[src/rtl/sfd_pkg.sv]
// Shared types, constants and helper functions of the sinc FIR decimator.
`default_nettype none
package sfd_pkg;

   // Default sizing of the filter.
   localparam int MAX_FACTOR_DEF = 1024;
   localparam int MAX_ORDER_DEF  = 3;

   // Fixed field widths.
   localparam int FACTOR_W = 11;
   localparam int ORDER_W  = 2;
   localparam int TAPS_W   = 12;
   localparam int NORM_W   = 31;
   localparam int WGT_W    = 32;
   localparam int ACC_W    = 128;
   localparam int CSR_IDX_W  = 1;
   localparam int CSR_DATA_W = 11;

   // Register indexes of the configuration port.
   localparam logic [CSR_IDX_W-1:0] CSR_FACTOR = 1'b0;
   localparam logic [CSR_IDX_W-1:0] CSR_ORDER  = 1'b1;

   typedef struct packed {
      logic               action;
      logic [63:0]        sample_index;
      logic signed [63:0] sample_value;
      logic               sample_is_nan;
   } req_type;

   typedef struct packed {
      logic signed [63:0] filtered_value;
      logic               result_is_nan;
   } rsp_type;

   typedef enum logic [1:0] {
      CMD_CLEAR = 2'd0,
      CMD_SEED  = 2'd1,
      CMD_STORE = 2'd2,
      CMD_EMIT  = 2'd3
   } cmd_kind_type;

   typedef struct packed {
      cmd_kind_type kind;
      logic [63:0]  value;
      logic         nan;
   } cmd_type;

   // Effective configuration seen by the front and back parts.
   typedef struct packed {
      logic [FACTOR_W-1:0] factor;
      logic [ORDER_W-1:0]  order;
      logic [TAPS_W-1:0]   taps;
      logic [NORM_W-1:0]   norm;
   } cfg_type;

   // Impulse of the N-th difference of the kernel at the start of box segment seg.
   function automatic logic signed [3:0] impulse_coef(input logic [1:0] order,
                                                      input logic [1:0] seg);
      logic signed [3:0] c;
      c = 4'sd0;
      case (order)
         2'd1: begin
            case (seg)
               2'd0:    c = 4'sd1;
               2'd1:    c = -4'sd1;
               default: c = 4'sd0;
            endcase
         end
         2'd2: begin
            case (seg)
               2'd0:    c = 4'sd1;
               2'd1:    c = -4'sd2;
               2'd2:    c = 4'sd1;
               default: c = 4'sd0;
            endcase
         end
         default: begin
            case (seg)
               2'd0:    c = 4'sd1;
               2'd1:    c = -4'sd3;
               2'd2:    c = 4'sd3;
               default: c = -4'sd1;
            endcase
         end
      endcase
      return c;
   endfunction

endpackage
`default_nettype wire

[src/rtl/sfd_front.sv]
// Front part: alignment, decimation phase and command classification.
`default_nettype none
module sfd_front (
   input  wire logic             clock,
   input  wire logic             reset,
   input  wire logic             clear_run,
   input  wire sfd_pkg::cfg_type cfg,
   input  wire logic             req_push,
   output logic                  req_full,
   input  wire sfd_pkg::req_type req_data,
   output logic                  cmd_push,
   output sfd_pkg::cmd_type      cmd_data,
   input  wire logic             fifo_full
);

   typedef enum logic [2:0] {
      F_IDLE   = 3'b001,
      F_MOD    = 3'b010,
      F_DECIDE = 3'b100
   } front_state_type;

   front_state_type state_ff;
   logic                          started_ff;
   logic [sfd_pkg::FACTOR_W-1:0]  phase_ff;
   logic [63:0]                   idx_ff;
   logic [sfd_pkg::FACTOR_W-1:0]  rem_ff;
   logic [5:0]                    bit_cnt_ff;
   logic [63:0]                   hold_value_ff;
   logic                          hold_nan_ff;

   logic                          accept;
   logic [sfd_pkg::FACTOR_W-1:0]  phase_in;
   logic [sfd_pkg::FACTOR_W:0]    trial;
   logic [sfd_pkg::FACTOR_W-1:0]  rem_in;

   assign req_full = (state_ff != F_IDLE) || fifo_full;
   assign accept   = req_push && !req_full;
   assign phase_in = phase_ff + sfd_pkg::FACTOR_W'(1);

   // One remainder bit per cycle of sample_index modulo the factor.
   always_comb begin
      trial = {rem_ff, idx_ff[63]};
      if (trial >= {1'b0, cfg.factor}) begin
         rem_in = sfd_pkg::FACTOR_W'(trial - {1'b0, cfg.factor});
      end else begin
         rem_in = trial[sfd_pkg::FACTOR_W-1:0];
      end
   end

   // Command built for the queue.
   always_comb begin
      cmd_push       = 1'b0;
      cmd_data.kind  = sfd_pkg::CMD_CLEAR;
      cmd_data.value = req_data.sample_value;
      cmd_data.nan   = req_data.sample_is_nan;
      unique case (state_ff)
         F_IDLE: begin
            if (accept && (req_data.action || started_ff)) begin
               cmd_push = 1'b1;
               if (req_data.action) begin
                  cmd_data.kind = sfd_pkg::CMD_CLEAR;
               end else if (phase_in == cfg.factor) begin
                  cmd_data.kind = sfd_pkg::CMD_EMIT;
               end else begin
                  cmd_data.kind = sfd_pkg::CMD_STORE;
               end
            end
         end
         F_DECIDE: begin
            cmd_data.kind  = sfd_pkg::CMD_SEED;
            cmd_data.value = hold_value_ff;
            cmd_data.nan   = hold_nan_ff;
            cmd_push       = (rem_ff == '0) && !fifo_full;
         end
         F_MOD: begin
         end
         default: begin
         end
      endcase
   end

   // Held sample and shift register for the alignment check.
   always_ff @(posedge clock) begin
      if (state_ff == F_IDLE && accept) begin
         hold_value_ff <= req_data.sample_value;
         hold_nan_ff   <= req_data.sample_is_nan;
         idx_ff        <= req_data.sample_index;
      end else if (state_ff == F_MOD) begin
         idx_ff <= {idx_ff[62:0], 1'b0};
      end
   end

   // Control state.
   always_ff @(posedge clock) begin
      if (reset) begin
         state_ff   <= F_IDLE;
         started_ff <= 1'b0;
         phase_ff   <= '0;
         rem_ff     <= '0;
         bit_cnt_ff <= '0;
      end else if (clear_run) begin
         state_ff   <= F_IDLE;
         started_ff <= 1'b0;
         phase_ff   <= '0;
      end else begin
         unique case (state_ff)
            F_IDLE: begin
               if (accept) begin
                  if (req_data.action) begin
                     started_ff <= 1'b0;
                     phase_ff   <= '0;
                  end else if (started_ff) begin
                     phase_ff <= (phase_in == cfg.factor) ? '0 : phase_in;
                  end else begin
                     rem_ff     <= '0;
                     bit_cnt_ff <= '0;
                     state_ff   <= F_MOD;
                  end
               end
            end
            F_MOD: begin
               rem_ff     <= rem_in;
               bit_cnt_ff <= bit_cnt_ff + 6'd1;
               if (bit_cnt_ff == 6'd63) begin
                  state_ff <= F_DECIDE;
               end
            end
            F_DECIDE: begin
               if (rem_ff != '0) begin
                  state_ff <= F_IDLE;
               end else if (!fifo_full) begin
                  started_ff <= 1'b1;
                  phase_ff   <= sfd_pkg::FACTOR_W'(1);
                  state_ff   <= F_IDLE;
               end
            end
            default: begin
               state_ff <= F_IDLE;
            end
         endcase
      end
   end

endmodule
`default_nettype wire

[config.mk]
export PLATFORM = sky130hd
export DESIGN_NAME = sfd_front
export DESIGN_NICKNAME = d
export VERILOG_FILES = /design/src/rtl/sfd_pkg.sv /design/src/rtl/sfd_front.sv
export SDC_FILE = /design/constraint.sdc
export NUM_CORES = 1
export LEC_CHECK = 0
export BUFFER_PORTS_ARGS = -buffer_cell sky130_fd_sc_hd__buf_4
export CAP_MARGIN = 20
export CORE_ASPECT_RATIO = 0.6
export CORE_MARGIN = 4
export CORE_UTILIZATION = 51
export CTS_CLUSTER_DIAMETER = 100
export DETAILED_ROUTE_END_ITERATION = 6
export HOLD_SLACK_MARGIN = 0.1
export PLACE_DENSITY = 0.85
export SLEW_MARGIN = 20
export SYNTH_ARGS = -nofsm -noshare
export SYNTH_HDL_FRONTEND = slang
export SYNTH_SLANG_ARGS = --single-unit
export TNS_END_PERCENT = 1
[constraint.sdc]
create_clock -name clock -period 4.5 [get_ports clock]
set_clock_uncertainty 0.15 [all_clocks]
set_input_delay 0.45 -clock clock [delete_from_list [all_inputs] [get_ports clock]]
set_output_delay 0.45 -clock clock [all_outputs]
set_load 0.02 [all_outputs]
==> results of run 1 <==
[metrics by stage]
step           hold slack [ns]  util, %  cells  setup slack [ns]
2_1_floorplan           0.3065        -    723            0.8381
3_5_place_dp            0.3376    65.13   1109             1.183
3_3_place_gp            0.3275    65.13   1109             1.274
4_1_cts                 0.1312    73.68   1207            0.7386
5_1_grt                 0.1301    73.70   1208            0.5208
6_report                0.1461    73.70   1208            0.7435
[sequential cells by signal, summed over array words and instances, names as in the netlist]
| name | cells |
|---|---|
| state_ff | 3 |
| phase_ff | 11 |
| hold_value_ff | 64 |
| bit_cnt_ff | 6 |
| idx_ff | 64 |
| rem_ff | 11 |
| hold_nan_ff | 1 |
| started_ff | 1 |
[layout by cell type (no fill, tap or decap), drive strengths merged, types with 3 or more instances in the layout]
| cell type | Yosys | layout |
|---|---|---|
| a211oi | 5 | 5 |
| a21o | 7 | 7 |
| a21oi | 11 | 11 |
| a31oi | 5 | 5 |
| a32o | 3 | 3 |
| and2 | 5 | 5 |
| and3 | 5 | 5 |
| and4 | 3 | 3 |
| buf | 10 | 221 |
| clkbuf | 22 | 17 |
| clkinv | 0 | 6 |
| dfxtp | 32 | 32 |
| dlygate4sd3 | 0 | 67 |
| edfxtp | 129 | 129 |
| ha | 13 | 13 |
| inv | 22 | 28 |
| mux2 | 65 | 65 |
| mux2i | 10 | 10 |
| nand2 | 224 | 224 |
| nand2b | 4 | 4 |
| nand3 | 12 | 12 |
| nand4 | 10 | 10 |
| nor2 | 28 | 28 |
| nor2b | 3 | 3 |
| nor3 | 7 | 7 |
| nor4 | 3 | 3 |
| o211ai | 3 | 3 |
| o21ai | 20 | 20 |
| o31ai | 4 | 4 |
| xnor2 | 12 | 12 |
| xor2 | 12 | 12 |
[worst min-delay path, stage by stage]
cell     delay [ns]
buf_4          0.08
nand2_1        0.04
nand2_1        0.04
[path summary, 6_finish.rpt]
kind,startpoint,to,cells past startpoint
min reg2reg,phase_ff[10]$_SDFFE_PP0P_,phase_ff[10]$_SDFFE_PP0P_,2
min,req_data[81],idx_ff[16]$_DFFE_PP_,3
max reg2reg,phase_ff[0]$_SDFFE_PP0P_,phase_ff[2]$_SDFFE_PP0P_,8
max,phase_ff[0]$_SDFFE_PP0P_,cmd_data[65],8
[per-layer routing]
metal,up-vias,part of all wire [%]
met5,-,0
met4,0,2.4
met2,282,46
met3,34,8.1
li1,3119,-
met1,3044,44
[where the power goes]
| group | total, mW | internal, mW | switching (mW) |
|---|---|---|---|
| logic | 0.443 | 0.222 | 0.221 |
| registers | 1.70 | 1.68 | 0.0158 |
| clock network | 1.47 | 0.838 | 0.631 |
[timing repair]
item | in CTS | in global routing
hold endpoints to repair | 68 | 0
hold buffers | 67 | 0
endpoints found under the setup margin | 0 | 0
[cell families (layout without fill, tap and decap cells)]
kind of cell    count (synthesis)  in the layout  synth area share [%]
simple gates                  318            318                 17.54
flops                         161            161                 57.08
compound gates                 76             76                 6.882
mux                            75             75                 10.52
buf+inv                        55            341                 3.006
xor+xnor                       24             24                 2.658
fa+ha+maj                      14             14                 2.310
other cells                     0              1                     0
[final cells by class]
cell class	instances	share of cell area, %
inverter	22	0.7776
clock buffer	17	3.888
multi-input combinational	507	28.91
sequential	161	41.26
timing repair buffer	288	21.29
antenna	1	0.02287
clock inverter	14	1.589
tap	198	2.264
==> impl_results.md, run 1 <==
- Outcome: finished, final reports clean
- TNS Setup: 0 ns
- DRC viols: 0
- Routed via count: 6479
- Most frequent cell after synthesis: nand2_1
- Detailed router's first-iteration violation count: 525
- Drt pass-1 iters: 5
- Routed wire length: 20750 µm
- Antenna-violating nets left: 0
- PD cells: 329.9 nW/µm²
- Critical path's top delay family: simple AND/OR/NAND/NOR gates
- RD Place Congestion: 0.9228
- Met2 usage: 36.54%
- Post-CTS setup buffer count: 0
- Synth warn: 0
- RSZ-0062 raised after global routing: no
- Crit path DAT: 3.16 ns
- Max stage delay on crit path: 0.52 ns
- Cell taking the most area after synthesis: edfxtp_1
- Clk root buf: clkbuf_16
- Row Count: 34
- VDD IR max: 0.2810 mV
- Resized Gates After CTS: 0
- Leakage: 4.598 nW
- Drt wl/cell: 17.18 µm
- Worst-Skew Late Latency: 0.41 ns
- Max-cap violations: 0
- HPWL Detailed: 14030 µm
- Initial antenna violation count: 1
- Largest net degree at the start of global routing: 67
- PortBufs: 214
- Post-synth top flop: edfxtp_1
- Num ports: 260
- EDFF count, synth: 129
- Number of CTS-inserted buffers: 17
- R2R setup slack: 1.49 ns
- GRT met3 Usage: 5.583%
- P&R area growth vs syn: 38.35%
- CTS Buffer Depth: 2
- Layout cells sized above 1: 33.30%
- Final period utilization: 83.48%
- CTS clk-pin slew, worst paths: 0.07 ns
- Top cells by count, synth: 223 x nand2_1, 129 x edfxtp_1, 65 x mux2_2, 32 x dfxtp_1, 27 x nor2_1
- First-pass GRT wire length: 33140 µm
- Synth top area share: 48.98%
- Met1 global-route usage: 32.50%
- Highest Clock Rate: 266.2 MHz
- Register area: 4514 µm²
- Die X-Extent: 168.8 µm
- Footprint of the multi-input gates: 3163 µm²
- Crit end category: output port
- Synth unique cells: 67
- Number of cells produced by synthesis: 723
- Period minus WS final: 3.756 ns
- Core area: 14850 µm²
- Pin slew with the least headroom to its limit: 0.8243 ns
- CP required: 3.90 ns
- Vias in the first global route: 6329
- H-tree Lvls: 4
- Placed Instance Area: 9669 µm²
- Gr busiest metal: met2
- Post-layout nets: 1202
- CTS tree: built
- Tot GR Track Use: 23.38%
- Die area: 17630 µm²
- Vias per inst: 5.363
- Mapped cell area: 7909 µm²
- Crit path buffers/inverters: 1
- Worst Path Max Fanout: 14
- Crit-path cells: ha_1, or2b_1, or4_1, and4_4, a2111oi_4, nand2_2, o21bai_1, buf_4
- Grt total ovfl: 0
- Yosys reg bits: 161
- Fraction of registers with async set/reset: 0%
- Synth top area cells: edfxtp_1 49%, nand2_1 11%, mux2_2 9.3%
- Initial Util: 53.27%
- Clk sink count: 161
- Path category of the worst min-delay check: input pin to flop
- Die Y: 104.5 µm
- Tot Pwr: 3.610 mW
- Fillers: 993
- Synthesized area per cell: 10.94 µm²
- Slowest-stage cell, CP: ha_1
- Seq/Total Area, Yosys: 57.08%
- Post-Syn Nets: 928
- Setup violations, final: 0
- Critical Path Source Type: flop
- Final hold vios: 0
- Slew Limit Headroom: 45.05%
- Design Area, Final: 10940 µm²
- CP Class: flop to output port
- Fin. max-slew vios: 0
Power figures use the tool's default switching activity.
==> run 2, diff against run 1 <==
==> constraint.sdc (replaced) <==
create_clock -name clock -period 3.6 [get_ports clock]
set_clock_uncertainty 0.15 [all_clocks]
set_input_delay 0.36 -clock clock [delete_from_list [all_inputs] [get_ports clock]]
set_output_delay 0.36 -clock clock [all_outputs]
set_load 0.02 [all_outputs]
==> run 2 against run 1 <==
  * Setup slack got worse by 0.48 ns
  * First-iteration DRC count increased by 10%
  * Clock-buffer cell count unchanged
  * Clock power is 15% higher
  * Hold slack got worse by 0.018 ns
  * Core utilization increased by 4.2 points
  * Power rose by 23%
  * Global-route usage grew 2.5 points
==> impl_results.md, run 2 (synthesis results as in run 1) <==
- Outcome: finished, final reports clean
- RSZ-0062 raised after global routing: no
- Tot GR Track Use: 25.91%
- CP required: 3.09 ns
- Critical path's top delay family: compound AO/OA/AOI/OAI gates
- Detailed router's first-iteration violation count: 580
- Num ports: 260
- Post-layout nets: 1269
- Slowest-stage cell, CP: dfxtp_1
- Highest Clock Rate: 299.6 MHz
- PD cells: 383.9 nW/µm²
- Pre-CTS setup slack: 0.6640 ns
- Routed wire length: 23000 µm
- Path category of the worst min-delay check: input pin to flop
- Placed Instance Area: 9697 µm²
- Max stage delay on crit path: 0.48 ns
- Worst Path Max Fanout: 8
- Critical Path Source Type: flop
- Layout cells sized above 1: 31.60%
- Antenna-violating nets left: 0
- Period minus WS final: 3.338 ns
- Regs by FF count: hold_value_ff x64, idx_ff x64
- CTS tree: built
- Die Y: 104.5 µm
- Initial Util: 53.27%
- Clk sink count: 161
- Initial antenna violation count: 1
- Crit path DAT: 2.83 ns
- Routed via count: 6835
- CTS Buffer Depth: 2
- Largest net degree at the start of global routing: 130
- Grt total ovfl: 0
- Most frequent cells in the layout: 222 x buf_4, 221 x nand2_1, 132 x dlygate4sd3_1
- VDD IR max: 0.3459 mV
- Pin slew with the least headroom to its limit: 0.7982 ns
- Row Count: 34
- TNS Setup: 0 ns
- DRC viols: 0
- Slew Limit Headroom: 46.59%
- Number of CTS-inserted buffers: 17
- Drt pass-1 iters: 5
- Max-cap violations: 0
- Crit end category: output port
- Fin. max-slew vios: 0
- P&R area growth vs syn: 46.31%
- HPWL Detailed: 14200 µm
- Clk root buf: clkbuf_16
- Leakage: 4.852 nW
- Worst-Skew Late Latency: 0.42 ns
- Core area: 14850 µm²
- Final period utilization: 92.72%
- CP most frequent cell: buf_4
- CP Class: flop to output port
- Fillers: 878
- Final Util: 77.94%
- Tot Pwr: 4.442 mW
- Design Area, Final: 11570 µm²
- Setup violations, final: 0
- Die X-Extent: 168.8 µm
- PortBufs: 214
- CTS clk-pin slew, worst paths: 0.06 ns
- H-tree Lvls: 4
- Worst setup margin: 0.2620 ns
- Final hold vios: 0
- Crit-path cells: ha_2, buf_4, nand3_1, o31ai_1, o311ai_0, a31oi_1, nand2_2, o21bai_1, buf_4
- First-pass GRT wire length: 36840 µm
- Die area: 17630 µm²
- RD Place Congestion: 0.8786
- Vias per inst: 5.361
- Vias in the first global route: 6983
- Drt wl/cell: 18.04 µm
- Crit path buffers/inverters: 2
- Commonest non-fill, non-tap cell in the layout: buf_4
==> run 2: stage by stage <==
step                std cells  hold WS (ns)
global route             1275        0.1383
CTS                      1274        0.1049
floorplan                 723        0.2791
detailed placement       1111        0.3348
global placement         1111        0.3239
finish                   1275        0.1282
==> run 2: area by class of cell <==
cell class | count | area, µm² | share of cell area (%)
antenna | 1 | 2.502 | 0.02163
tap | 198 | 247.7 | 2.141
clock buffer | 17 | 425.4 | 3.676
multi-input combinational | 507 | 3166 | 27.36
timing repair buffer | 355 | 3008 | 25.99
inverter | 22 | 85.08 | 0.7353
sequential | 161 | 4514 | 39.01
clock inverter | 14 | 122.6 | 1.060
==> run 2: worst reg2reg max path: cells and delay by family, from the launching register on <==
family	cells	cell delay [ns]
simple gates	2	1.02
buf+inv	3	1.17
compound gates	1	0.16
flops	1	0.33
==> run 2: per-layer routing <==
layer	up-vias	GRT usage [%]	part of all wire (%)
li1	3243	-	-
met1	3267	34.58	42
met2	301	44.21	49
met3	24	5.545	7.3
met4	0	4.632	1.0
met5	-	0	0
==> run 2: worst paths after layout <==
kind                             startpoint                   endpoint  slack [ns]  cells past startpoint
hold reg to reg   phase_ff[10]$_SDFFE_PP0P_  phase_ff[10]$_SDFFE_PP0P_        0.34                      2
setup / recovery   phase_ff[0]$_SDFFE_PP0P_               cmd_data[65]        0.26                      9
hold / removal                    fifo_full   state_ff[2]$_SDFFE_PP0P_        0.13                      3
setup reg to reg   state_ff[2]$_SDFFE_PP0P_    started_ff$_SDFFE_PP0P_        0.66                      6
==> run 2: power by group <==
part | total, mW | leakage [nW] | internal, mW | switching (mW)
clock network | 1.69 | 0.266 | 0.903 | 0.792
registers | 2.12 | 1.47 | 2.10 | 0.0214
logic | 0.623 | 3.12 | 0.325 | 0.298
total | 4.44 | 4.85 | 3.33 | 1.11
==> run 2: timing repair <==
| action | 4_1_cts | 5_1_grt |
|---|---|---|
| endpoints found under the setup margin | 0 | 1 |
| setup buffers | 0 | 0 |
| hold buffers | 132 | 0 |
| gates resized for setup | 0 | 1 |
| endpoints found under the hold margin | 132 | 0 |
