### src/rtl/sfd_pkg.sv
// Shared types, constants and helper functions of the sinc FIR decimator.
`default_nettype none
package sfd_pkg;

   // Default sizing of the filter.
   localparam int MAX_FACTOR_DEF = 1024;
   localparam int MAX_ORDER_DEF  = 3;

   // Fixed field widths.
   localparam int FACTOR_W = 11;
   localparam int ORDER_W  = 2;
   localparam int TAPS_W   = 12;
   localparam int NORM_W   = 31;
   localparam int WGT_W    = 32;
   localparam int ACC_W    = 128;
   localparam int CSR_IDX_W  = 1;
   localparam int CSR_DATA_W = 11;

   // Register indexes of the configuration port.
   localparam logic [CSR_IDX_W-1:0] CSR_FACTOR = 1'b0;
   localparam logic [CSR_IDX_W-1:0] CSR_ORDER  = 1'b1;

   typedef struct packed {
      logic               action;
      logic [63:0]        sample_index;
      logic signed [63:0] sample_value;
      logic               sample_is_nan;
   } req_type;

   typedef struct packed {
      logic signed [63:0] filtered_value;
      logic               result_is_nan;
   } rsp_type;

   typedef enum logic [1:0] {
      CMD_CLEAR = 2'd0,
      CMD_SEED  = 2'd1,
      CMD_STORE = 2'd2,
      CMD_EMIT  = 2'd3
   } cmd_kind_type;

   typedef struct packed {
      cmd_kind_type kind;
      logic [63:0]  value;
      logic         nan;
   } cmd_type;

   // Effective configuration seen by the front and back parts.
   typedef struct packed {
      logic [FACTOR_W-1:0] factor;
      logic [ORDER_W-1:0]  order;
      logic [TAPS_W-1:0]   taps;
      logic [NORM_W-1:0]   norm;
   } cfg_type;

   // Impulse of the N-th difference of the kernel at the start of box segment seg.
   function automatic logic signed [3:0] impulse_coef(input logic [1:0] order,
                                                      input logic [1:0] seg);
      logic signed [3:0] c;
      c = 4'sd0;
      case (order)
         2'd1: begin
            case (seg)
               2'd0:    c = 4'sd1;
               2'd1:    c = -4'sd1;
               default: c = 4'sd0;
            endcase
         end
         2'd2: begin
            case (seg)
               2'd0:    c = 4'sd1;
               2'd1:    c = -4'sd2;
               2'd2:    c = 4'sd1;
               default: c = 4'sd0;
            endcase
         end
         default: begin
            case (seg)
               2'd0:    c = 4'sd1;
               2'd1:    c = -4'sd3;
               2'd2:    c = 4'sd3;
               default: c = -4'sd1;
            endcase
         end
      endcase
      return c;
   endfunction

endpackage
`default_nettype wire

### src/rtl/sfd_cmd_fifo.sv
// Two-entry command queue between the front and back parts.
`default_nettype none
module sfd_cmd_fifo (
   input  wire logic             clock,
   input  wire logic             reset,
   input  wire logic             push,
   input  wire sfd_pkg::cmd_type push_data,
   output logic                  full,
   input  wire logic             pop,
   output sfd_pkg::cmd_type      pop_data,
   output logic                  empty
);

   sfd_pkg::cmd_type mem_ff [2];
   logic       wr_ptr_ff;
   logic       rd_ptr_ff;
   logic [1:0] count_ff;

   assign full     = (count_ff == 2'd2);
   assign empty    = (count_ff == 2'd0);
   assign pop_data = mem_ff[rd_ptr_ff];

   // Entry storage.
   always_ff @(posedge clock) begin
      if (push) begin
         mem_ff[wr_ptr_ff] <= push_data;
      end
   end

   // Pointers and fill count.
   always_ff @(posedge clock) begin
      if (reset) begin
         wr_ptr_ff <= 1'b0;
         rd_ptr_ff <= 1'b0;
         count_ff  <= 2'd0;
      end else begin
         if (push) begin
            wr_ptr_ff <= ~wr_ptr_ff;
         end
         if (pop) begin
            rd_ptr_ff <= ~rd_ptr_ff;
         end
         if (push && !pop) begin
            count_ff <= count_ff + 2'd1;
         end else if (pop && !push) begin
            count_ff <= count_ff - 2'd1;
         end
      end
   end

endmodule
`default_nettype wire

### config.mk
export PLATFORM = sky130hd
export DESIGN_NAME = sfd_cmd_fifo
export DESIGN_NICKNAME = d
export VERILOG_FILES = /design/src/rtl/sfd_pkg.sv /design/src/rtl/sfd_cmd_fifo.sv
export SDC_FILE = /design/constraint.sdc
export NUM_CORES = 1
export LEC_CHECK = 0
export ABC_AREA = 1
export BUFFER_PORTS_ARGS = -buffer_cell sky130_fd_sc_hd__buf_2
export CAP_MARGIN = 20
export CORE_MARGIN = 1
export CORE_UTILIZATION = 38
export DETAILED_ROUTE_END_ITERATION = 6
export GPL_TIMING_DRIVEN = 0
export PLACE_DENSITY_LB_ADDON = 0.05
export SLEW_MARGIN = 15
export SYNTH_ARGS = -nofsm -noshare
export SYNTH_HDL_FRONTEND = slang
export SYNTH_SLANG_ARGS = --single-unit
### constraint.sdc
create_clock -name clock -period 3.4 [get_ports clock]
set_input_delay 0.34 -clock clock [delete_from_list [all_inputs] [get_ports clock]]
set_output_delay 0.34 -clock clock [all_outputs]
set_load 0.01 [all_outputs]
==> flow_metrics.py, run 1 <==
metrics = {
    "status": {
        "status": "finished clean",
    },
    "route": {
        "vias_post_dr": 2652,
        "antenna_left": 0,
        "detail_route.iter0.violations": 160,
        "drcViolationCount": 0,
        "detailedRoute.firstPassIterationCount": 4,
        "detail_route.wirelength_um": 8930,
        "wire_per_inst_um": 15.1,
        "drt-vias-per-instance": 4.49,
    },
    "hold_path": {
        "min_delay_path_depth": 1,
        "hold_path.class": "in -> reg",
    },
    "grt": {
        "globalRouteTotalUtil_pct": 13.3,
        "first_global_vias": 2597,
        "grt_pass1_wl_um": 13600,
        "initial_antenna_violation_count": 0,
        "largest_net_degree_at_the_start_of_global_routing": 41,
        "grt.overflow.total": 0,
    },
    "clock_tree": {
        "cts.sink_count": 139,
        "clock_tree_from_tritoncts": "built",
        "root_buffer_selected_by_cts": "clkbuf_16",
        "postCtsSetupRepairBufs": 0,
        "tritoncts.num_buffers": 17,
        "hold_buffers": 0,
        "clock_tree.htree_level_count": 4,
        "clk-insertion-delay-late_ps": 410,
        "cts_buffer_depth": 2,
        "post_cts_resized": 0,
        "cts.clk_slew.worst_paths_ps": 60,
    },
    "placement": {
        "detailedPlace.worstSlack_ps": 1620,
        "dpl.hpwl_um": 5900,
        "global_placement_routability_congestion": 0.669,
        "port_buffers": 139,
    },
    "layout": {
        "fin_nets": 474,
        "layout.cells.most_common_list": "buf_2, edfxtp_1, mux2_2, mux2_4, clkbuf_16",
        "layout.filler_cells": 1180,
        "final_layout_size_suffix_gt1_share_pct": 58.6,
        "antenna_cells_inserted": 0,
        "layout.cells.most_common": "buf_2",
        "area_delta_synth_final_pct": 29.2,
    },
    "logic_synthesis": {
        "mappedNetlistNets": 313,
        "ys_seq_elements": 139,
        "synth-seq-area-share_pct": 79.7,
        "yosysWarnings": 0,
        "synthDistinctLibCells": 17,
        "syn-instance-count": 241,
        "synth_area_per_cell_sq_um": 21.5,
        "post_synth_instance_area_sq_um": 5170,
    },
    "timing": {
        "grt_setup_unrepaired": "no",
        "clock-skew-final_ps": 6.18,
        "drv_slew": 0,
        "total_negative_setup_slack_ps": 0,
        "finalWorstPathRequiredPeriod_ps": 2020,
        "setup_ws_ps": 1380,
        "fin_worst_hold_slack_ps": 118,
        "maxSlewHeadroom_pct": 49.5,
        "setup-violations-final": 0,
        "report.final.hold_viol_count": 0,
        "peak_freq_mhz": 495,
        "transition_time_at_the_pin_with_the_least_slew_margin_ps": 755,
        "final_worst_path_cycle_share_pct": 59.4,
    },
    "worst_setup_path": {
        "arrival_ps": 1680,
        "worstPathRequired_ps": 3060,
        "worstSetupEndpointType": "output pin",
        "ff2ff_path_depth": 2,
        "cp-start-kind": "flop",
        "worstPathMaxFanout": 10,
        "criticalPathCategory": "reg -> out",
    },
    "power": {
        "power.density_cell_area_nw_per_um2": 605,
        "power.static_leakage_nw": 2.62,
        "post-layout-total-power_w": 0.00404,
        "ir_drop_v": 0.000308,
    },
    "floorplan": {
        "start_util_pct": 39.1,
        "die_width_um": 119,
        "top_level_ports": 140,
        "std_cell_rows": 42,
        "die-height_um": 119,
        "die_area_sq_um": 14100,
        "core_region_area_sq_um": 13200,
    },
    "job": {
        "drv_cap": 0,
    },
}
## logic make-up after synthesis
group / count (synthesis) / share of synthesized area (%)
flops: 139 / 79.7
mux: 67 / 16.8
buf+inv: 16 / 1.74
simple gates: 15 / 1.19
compound gates: 2 / 0.193
xor+xnor: 1 / 0.169
fa+ha+maj: 1 / 0.242
## metrics by stage
stage | instances | util (%) | cell area [sq um]
2_1_floorplan | 241 | - | 5180
3_3_place_gp | 556 | 46.0 | 6090
3_5_place_dp | 559 | 46.6 | 6170
4_1_cts | 591 | 50.5 | 6690
5_1_grt | 591 | 50.5 | 6690
6_report | 591 | 50.5 | 6690
## final timing paths
check                 from  slack, ps       endpoint
max                   flop       1380   pop_data[29]
min          push_data[13]        120  mem_ff[0][13]
max reg2reg      wr_ptr_ff       1840  mem_ff[0][32]
min reg2reg      rd_ptr_ff        520      rd_ptr_ff
## state kept, by name, indices dropped and copies added (netlist names), named ones only
register / flops
count_ff: 2
rd_ptr_ff: 1
wr_ptr_ff: 1
mem_ff: 134
## synthesized netlist by cell type
library cell  number  area [sq um]
ha_1               1          12.5
nor3_1             1          5.00
edfxtp_1         134          4020
xnor2_1            1          8.76
nor2_1             7          26.3
o21ai_0            1          5.00
dfxtp_1            5           100
buf_2              3          15.0
buf_4              1          7.51
mux2_4            30           450
inv_1              9          33.8
a21oi_1            1          5.00
nand3_1            1          5.00
nand4_1            1          6.26
buf_6              3          33.8
nand2_1            5          18.8
mux2_2            37           417
## report_power, final
part	switching (W)	internal, W	total (W)
sequential	0.0000217	0.00198	0.00200
clock	0.000626	0.000987	0.00161
combinational	0.000210	0.000216	0.000426
total	0.000857	0.00319	0.00404
## worst max-delay path: stages (launching register included)
cell and delay (ps):
dfxtp_1 380, buf_4 230, buf_6 210, mux2_4 310, buf_2 150
## layer usage
metal | part of all wire, % | vias up | GRT usage (%)
met5 | 0 | - | 0
met4 | 1.5 | 0 | 6.17
met3 | 7.1 | 12 | 5.94
met2 | 50 | 84 | 21.3
met1 | 41 | 1296 | 15.4
li1 | - | 1260 | -
## cell type report
class	count	area, sq um	area share [%]
Clock buffer	21	440	6.59
Timing Repair Buffer	142	763	11.4
Multi-Input combinational cell	86	967	14.5
Clock inverter	11	78.8	1.18
Buffer	7	56.3	0.842
Tap cell	176	220	3.29
Inverter	9	36.3	0.543
Sequential cell	139	4120	61.7
No activity file was read; power rests on OpenSTA's default activity.
==> run 2, diff against run 1 <==
Clock period 3.4 ns to 1.7 ns, I/O delays scaled along.
==> run 2 against run 1 <==
Power increased by 100%. Global-route usage increased by 0.64 points. Count of clock-buffer cells in the layout unchanged. Register-to-register slack got worse by 1600 ps. Die area unchanged. Combinational power increased to 2.6 times the previous value. Final cell count increased by 12%. Sequential share of layout area decreased by 7.3 points. Critical path type unchanged. Largest power group unchanged.
==> flow_metrics.py, run 2 (synthesized netlist as in run 1, its figures left out) <==
metrics = {
    "status": {
        "status": "finished clean",
    },
    "power": {
        "p_sw_share_pct": 21.0,
        "seq_power_share_pct": 49.5,
        "p_int_w": 0.00641,
        "share_comb_of_total_power_pct": 13.7,
        "power.static_leakage_nw": 2.98,
        "net-switching-power_w": 0.00170,
        "ir_drop_v": 0.000573,
        "power.density_cell_area_nw_per_um2": 1070,
        "p_clk_share_pct": 36.8,
    },
    "route": {
        "wire_per_inst_um": 13.7,
        "antenna_left": 0,
        "highest-signal-layer": "met4",
        "met2WireLength_um": 4690,
        "dr_wl_met3_um": 558,
        "detail_route.wirelength_um": 9060,
        "wl_met1_um": 3620,
        "detailedRoute.firstPassIterationCount": 4,
        "vias_post_dr": 2896,
        "detail_route.iter0.violations": 81,
        "drt-vias-per-instance": 4.39,
        "drcViolationCount": 0,
    },
    "floorplan": {
        "die_width_um": 119,
        "core_region_area_sq_um": 13200,
        "die_area_sq_um": 14100,
        "die-height_um": 119,
        "std_cell_rows": 42,
        "top_level_ports": 140,
        "start_util_pct": 39.1,
    },
    "layout": {
        "largest_registers": "mem_ff (134), count_ff (2)",
        "layout.cells.most_common_list": "edfxtp_1, buf_2, dlygate4sd3_1, mux2_2, mux2_4",
        "largest_reg_flops": 134,
        "area_delta_synth_final_pct": 46.8,
        "fin_nets": 546,
        "antenna_cells_inserted": 0,
        "max_flop_register": "mem_ff",
        "layout.cells.most_common": "edfxtp_1",
        "final_layout_size_suffix_gt1_share_pct": 50.7,
        "finish.utilization_pct": 57.4,
    },
    "worst_setup_path": {
        "criticalPathCategory": "reg -> out",
        "worstSetupEndpointType": "output pin",
        "worstPathMaxFanout": 10,
        "arrival_ps": 1530,
        "cpLargestDelayFamily": "buffers and inverters",
        "worst_path_slowest_cell": "dfxtp_4",
        "worstPathRequired_ps": 1530,
        "cp-start-kind": "flop",
        "critPathBufInv": 3,
        "slowest_delay_ps": 370,
        "crit_top_cell": "buf_12",
        "crit_path_cell_trace": "buf_12 > buf_12 > mux2_4 > buf_2",
        "rrSetupSlack_ps": 200,
    },
    "clock_tree": {
        "tritoncts.num_buffers": 17,
        "root_buffer_selected_by_cts": "clkbuf_16",
        "clock_tree_from_tritoncts": "built",
        "clock_tree.htree_level_count": 4,
        "cts_buffer_depth": 2,
        "cts.sink_count": 139,
        "cts.clk_slew.worst_paths_ps": 50,
        "clk-insertion-delay-late_ps": 410,
    },
    "grt": {
        "first_global_vias": 3058,
        "initial_antenna_violation_count": 0,
        "largest_net_degree_at_the_start_of_global_routing": 27,
        "grt_pass1_wl_um": 14400,
        "grt.overflow.total": 0,
        "globalRouteTotalUtil_pct": 14.0,
    },
    "hold_path": {
        "hold_path.class": "in -> reg",
    },
    "timing": {
        "drv_slew": 0,
        "setup-violations-final": 0,
        "report.final.hold_viol_count": 0,
        "grt_setup_unrepaired": "yes",
        "final_worst_path_cycle_share_pct": 100,
        "total_negative_setup_slack_ps": 0,
        "maxSlewHeadroom_pct": 52.9,
        "transition_time_at_the_pin_with_the_least_slew_margin_ps": 705,
        "clock-skew-final_ps": 3.02,
        "finalWorstPathRequiredPeriod_ps": 1700,
        "peak_freq_mhz": 588,
    },
    "placement": {
        "dpl.hpwl_um": 5810,
        "port_buffers": 139,
        "global_placement_routability_congestion": 0.695,
    },
    "job": {
        "drv_cap": 0,
    },
}
==> run 2: cell type report <==
| class | count | area (sq um) |
|---|---|---|
| tap | 176 | 220 |
| fill | 1114 | 5650 |
| clock buffer | 21 | 440 |
| inverter | 9 | 37.5 |
| clock inverter | 7 | 30.0 |
| sequential | 139 | 4130 |
| timing repair buffer | 214 | 1660 |
| multi-input combinational | 86 | 977 |
| buffer | 7 | 103 |
==> run 2: repair_timing <==
item,in CTS,in global routing
pin swaps,0,0
endpoints found under the hold margin,137,0
hold buffers,68,0
setup endpoints to repair,67,63
resized for setup,43,3
setup buffers,3,0
==> run 2: final timing paths <==
check | from | to | depth (start not counted)
max reg2reg | wr_ptr_ff | mem_ff[1][31] | 3
min reg2reg | rd_ptr_ff | rd_ptr_ff | 2
min | pop | rd_ptr_ff | 3
max | flop | pop_data[49] | 4
==> run 2: layer usage <==
metal / track usage [%] / vias to the layer above
met5: 0 / -
met4: 8.31 / 0
met3: 5.41 / 11
met2: 23.4 / 91
met1: 15.0 / 1392
li1: - / 1402
==> run 2: stage by stage <==
step | hold slack (ps) | total power (W) | instances | instance area, sq um | setup slack, ps
detailed placement | 361 | 0.00496 | 560 | 6180 | 102
floorplan | 242 | 0.00458 | 241 | 5190 | -61.3
global placement | 357 | 0.00492 | 556 | 6100 | -787
finish | 37.4 | 0.00811 | 659 | 7600 | 0.280
CTS | 13.1 | 0.00823 | 659 | 7590 | -37.0
global route | 68.7 | 0.00843 | 659 | 7600 | -62.2
==> run 2: power groups by stage <==
| stage | Clock [W] | Combinational, W | Sequential (W) |
|---|---|---|---|
| after floorplan | 0 | 0.000510 | 0.00407 |
| after global placement | 0 | 0.000837 | 0.00408 |
| after detailed placement | 0 | 0.000876 | 0.00408 |
| after CTS | 0.00308 | 0.00113 | 0.00401 |
| after global routing | 0.00320 | 0.00120 | 0.00403 |
| final | 0.00299 | 0.00111 | 0.00401 |
==> run 2: worst min-delay path, cell delays in order <==
cell     delay, ps
buf_2           90
xnor2_1         70
nor2_1          80
==> run 3, diff against run 2 <==
Settings changed: CTS_BUF_LIST from default to sky130_fd_sc_hd__clkbuf_8 sky130_fd_sc_hd__clkbuf_16, HOLD_SLACK_MARGIN from default to 0.06.
==> run 3 against run 2 <==
Critical endpoint unchanged. Clock skew about the same. The flow now finishes with violations (negative setup slack). Largest cell class unchanged. Count of clock-buffer cells in the layout down 4. Critical path type unchanged. Sequential share of layout area down 0.21 points. Critical path depth unchanged. First-iteration DRC count up 26%. Die area unchanged.
==> flow_metrics.py, run 3 (synthesized netlist as in run 1, its figures left out) <==
metrics = {
    "hold_path": {
        "hold_path_sink": "count_ff[0]",
        "hold_path_startpoint": "push",
        "hold_path.class": "in -> reg",
        "min_delay_path_depth": 3,
    },
    "timing": {
        "clock-skew-final_ps": 3.14,
        "peak_freq_mhz": 588,
        "setup-violations-final": 1,
        "finalWorstPathRequiredPeriod_ps": 1700,
        "setup_ws_ps": -1.90,
        "transition_time_at_the_pin_with_the_least_slew_margin_ps": 711,
        "fin_worst_hold_slack_ps": 190,
        "grt_setup_unrepaired": "yes",
        "maxSlewHeadroom_pct": 52.5,
        "report.final.hold_viol_count": 0,
        "drv_slew": 0,
        "final_worst_path_cycle_share_pct": 100,
    },
    "power": {
        "post-layout-total-power_w": 0.00810,
        "p_int_w": 0.00639,
        "p_clk_share_pct": 36.6,
        "net-switching-power_w": 0.00171,
        "share_comb_of_total_power_pct": 13.8,
        "ir_drop_v": 0.000559,
        "p_sw_share_pct": 21.1,
        "power.static_leakage_nw": 3.01,
        "seq_power_share_pct": 49.5,
        "power.density_cell_area_nw_per_um2": 1060,
    },
    "worst_setup_path": {
        "worstSetupEndpointType": "output pin",
        "crit_path_cell_trace": "buf_12 > buf_12 > mux2_4 > buf_2",
        "arrival_ps": 1530,
        "worstPathRequired_ps": 1530,
        "rrSetupSlack_ps": 210,
        "r2r_end": "mem_ff[1][31]",
        "ff2ff_path_depth": 3,
        "criticalPathCategory": "reg -> out",
        "worst_path_slowest_cell": "dfxtp_4",
        "r2r_start": "wr_ptr_ff",
        "crit_top_cell": "buf_12",
        "worstPathMaxFanout": 10,
        "cp-start-kind": "flop",
        "slowest_delay_ps": 370,
    },
    "route": {
        "detail_route.wirelength_um": 9110,
        "drt-vias-per-instance": 4.40,
        "antenna_left": 0,
        "detail_route.iter0.violations": 102,
        "vias_post_dr": 2911,
        "drcViolationCount": 0,
        "detailedRoute.firstPassIterationCount": 4,
        "wire_per_inst_um": 13.8,
    },
    "job": {
        "drv_cap": 0,
    },
    "floorplan": {
        "core_region_area_sq_um": 13200,
        "die-height_um": 119,
        "die_width_um": 119,
        "die_area_sq_um": 14100,
        "top_level_ports": 140,
        "start_util_pct": 39.1,
        "std_cell_rows": 42,
    },
    "status": {
        "violated_checks": "negative setup slack",
        "status": "complete, but fails checks",
    },
    "layout": {
        "area_delta_synth_final_pct": 47.4,
        "final_layout_size_suffix_gt1_share_pct": 50.4,
        "final_instance_count_excl_fillers": 662,
        "largest_reg_flops": 134,
        "antenna_cells_inserted": 0,
        "layout.cells.most_common_list": "edfxtp_1, buf_2, dlygate4sd3_1, mux2_2, mux2_4",
        "layout.filler_cells": 1113,
        "max_flop_register": "mem_ff",
        "fin_nets": 549,
        "finalInstanceArea_sq_um": 7630,
        "layout.cells.most_common": "edfxtp_1",
        "largest_registers": "mem_ff (134), count_ff (2)",
    },
    "clock_tree": {
        "clock_tree.htree_level_count": 4,
        "tritoncts.num_buffers": 17,
        "clock_tree_from_tritoncts": "built",
        "root_buffer_selected_by_cts": "clkbuf_16",
        "clk-insertion-delay-late_ps": 410,
        "cts_buffer_depth": 2,
        "cts.sink_count": 139,
        "cts.clk_slew.worst_paths_ps": 50,
    },
    "grt": {
        "globalRouteTotalUtil_pct": 14.0,
        "grt.overflow.total": 0,
        "grt_pass1_wl_um": 14400,
        "initial_antenna_violation_count": 0,
        "first_global_vias": 3087,
        "largest_net_degree_at_the_start_of_global_routing": 27,
    },
    "placement": {
        "port_buffers": 139,
        "global_placement_routability_congestion": 0.695,
        "placedCellCount": 560,
        "dpl-instance-area_sq_um": 6180,
        "dpl.hpwl_um": 5810,
    },
}
run 3: changes by cell type in the layout (fill, tap and decap cells not counted):
cell	previous run	this run
clkbuf_1	4	0
dlygate4sd3_1	68	71
inv_1	8	12
run 3: power by group through the flow:
stage          combinational [W]  sequential, W  clock [W]
2_1_floorplan           0.000510        0.00407          0
3_3_place_gp            0.000837        0.00408          0
3_5_place_dp            0.000876        0.00408          0
4_1_cts                  0.00114        0.00401    0.00306
5_1_grt                  0.00121        0.00403    0.00318
6_report                 0.00112        0.00401    0.00297
run 3: metrics by stage:
step,util (%),TNS (ps),setup slack [ps]
CTS,57.5,-499,-37.0
detailed placement,46.7,0,102
global placement,46.1,-102460,-787
finish,57.6,-1.90,-1.90
floorplan,-,-5700,-61.3
global route,57.6,-1630,-62.2
run 3: worst max path at each step:
stage          startpoint             to  slack, ps  cells after the start
2_1_floorplan   wr_ptr_ff   mem_ff[1][0]        -60                      2
3_3_place_gp    wr_ptr_ff  mem_ff[1][31]       -790                      2
3_5_place_dp         push  mem_ff[0][31]        100                      4
4_1_cts              flop   pop_data[49]        -40                      4
5_1_grt              flop   pop_data[49]        -60                      4
6_report             flop   pop_data[49]         -2                      4
run 3: worst max-delay path: cells and delay by family (launching register included):
kind                   cells  cell delay [ps]
multiplexers               1              300
buffers and inverters      3              440
flip-flops                 1              370
run 3: layout make-up:
type / instances / area, sq um / share of cell area (%)
flip-flops and latches: 139 / 4130 / 54.1
repair buffers: 217 / 1690 / 22.2
multi-input cells: 86 / 977 / 12.8
clock buffers: 17 / 425 / 5.58
well taps: 176 / 220 / 2.89
plain buffers: 7 / 103 / 1.35
clock inverters: 11 / 45.0 / 0.591
inverters: 9 / 37.5 / 0.492
run 3: timing repair:
action | in CTS | in global routing
hold buffers | 71 | 0
endpoints found under the setup margin | 67 | 63
endpoints found under the hold margin | 137 | 0
setup buffers | 3 | 0
resized for setup | 43 | 3
run 3: metal layers:
metal | GRT usage [%] | wire [um] | vias to the layer above
li1 | - | - | 1408
met1 | 14.9 | 3610 | 1393
met2 | 23.6 | 4690 | 98
met3 | 5.36 | 593 | 12
met4 | 8.31 | 219 | 0
met5 | 0 | 0 | -
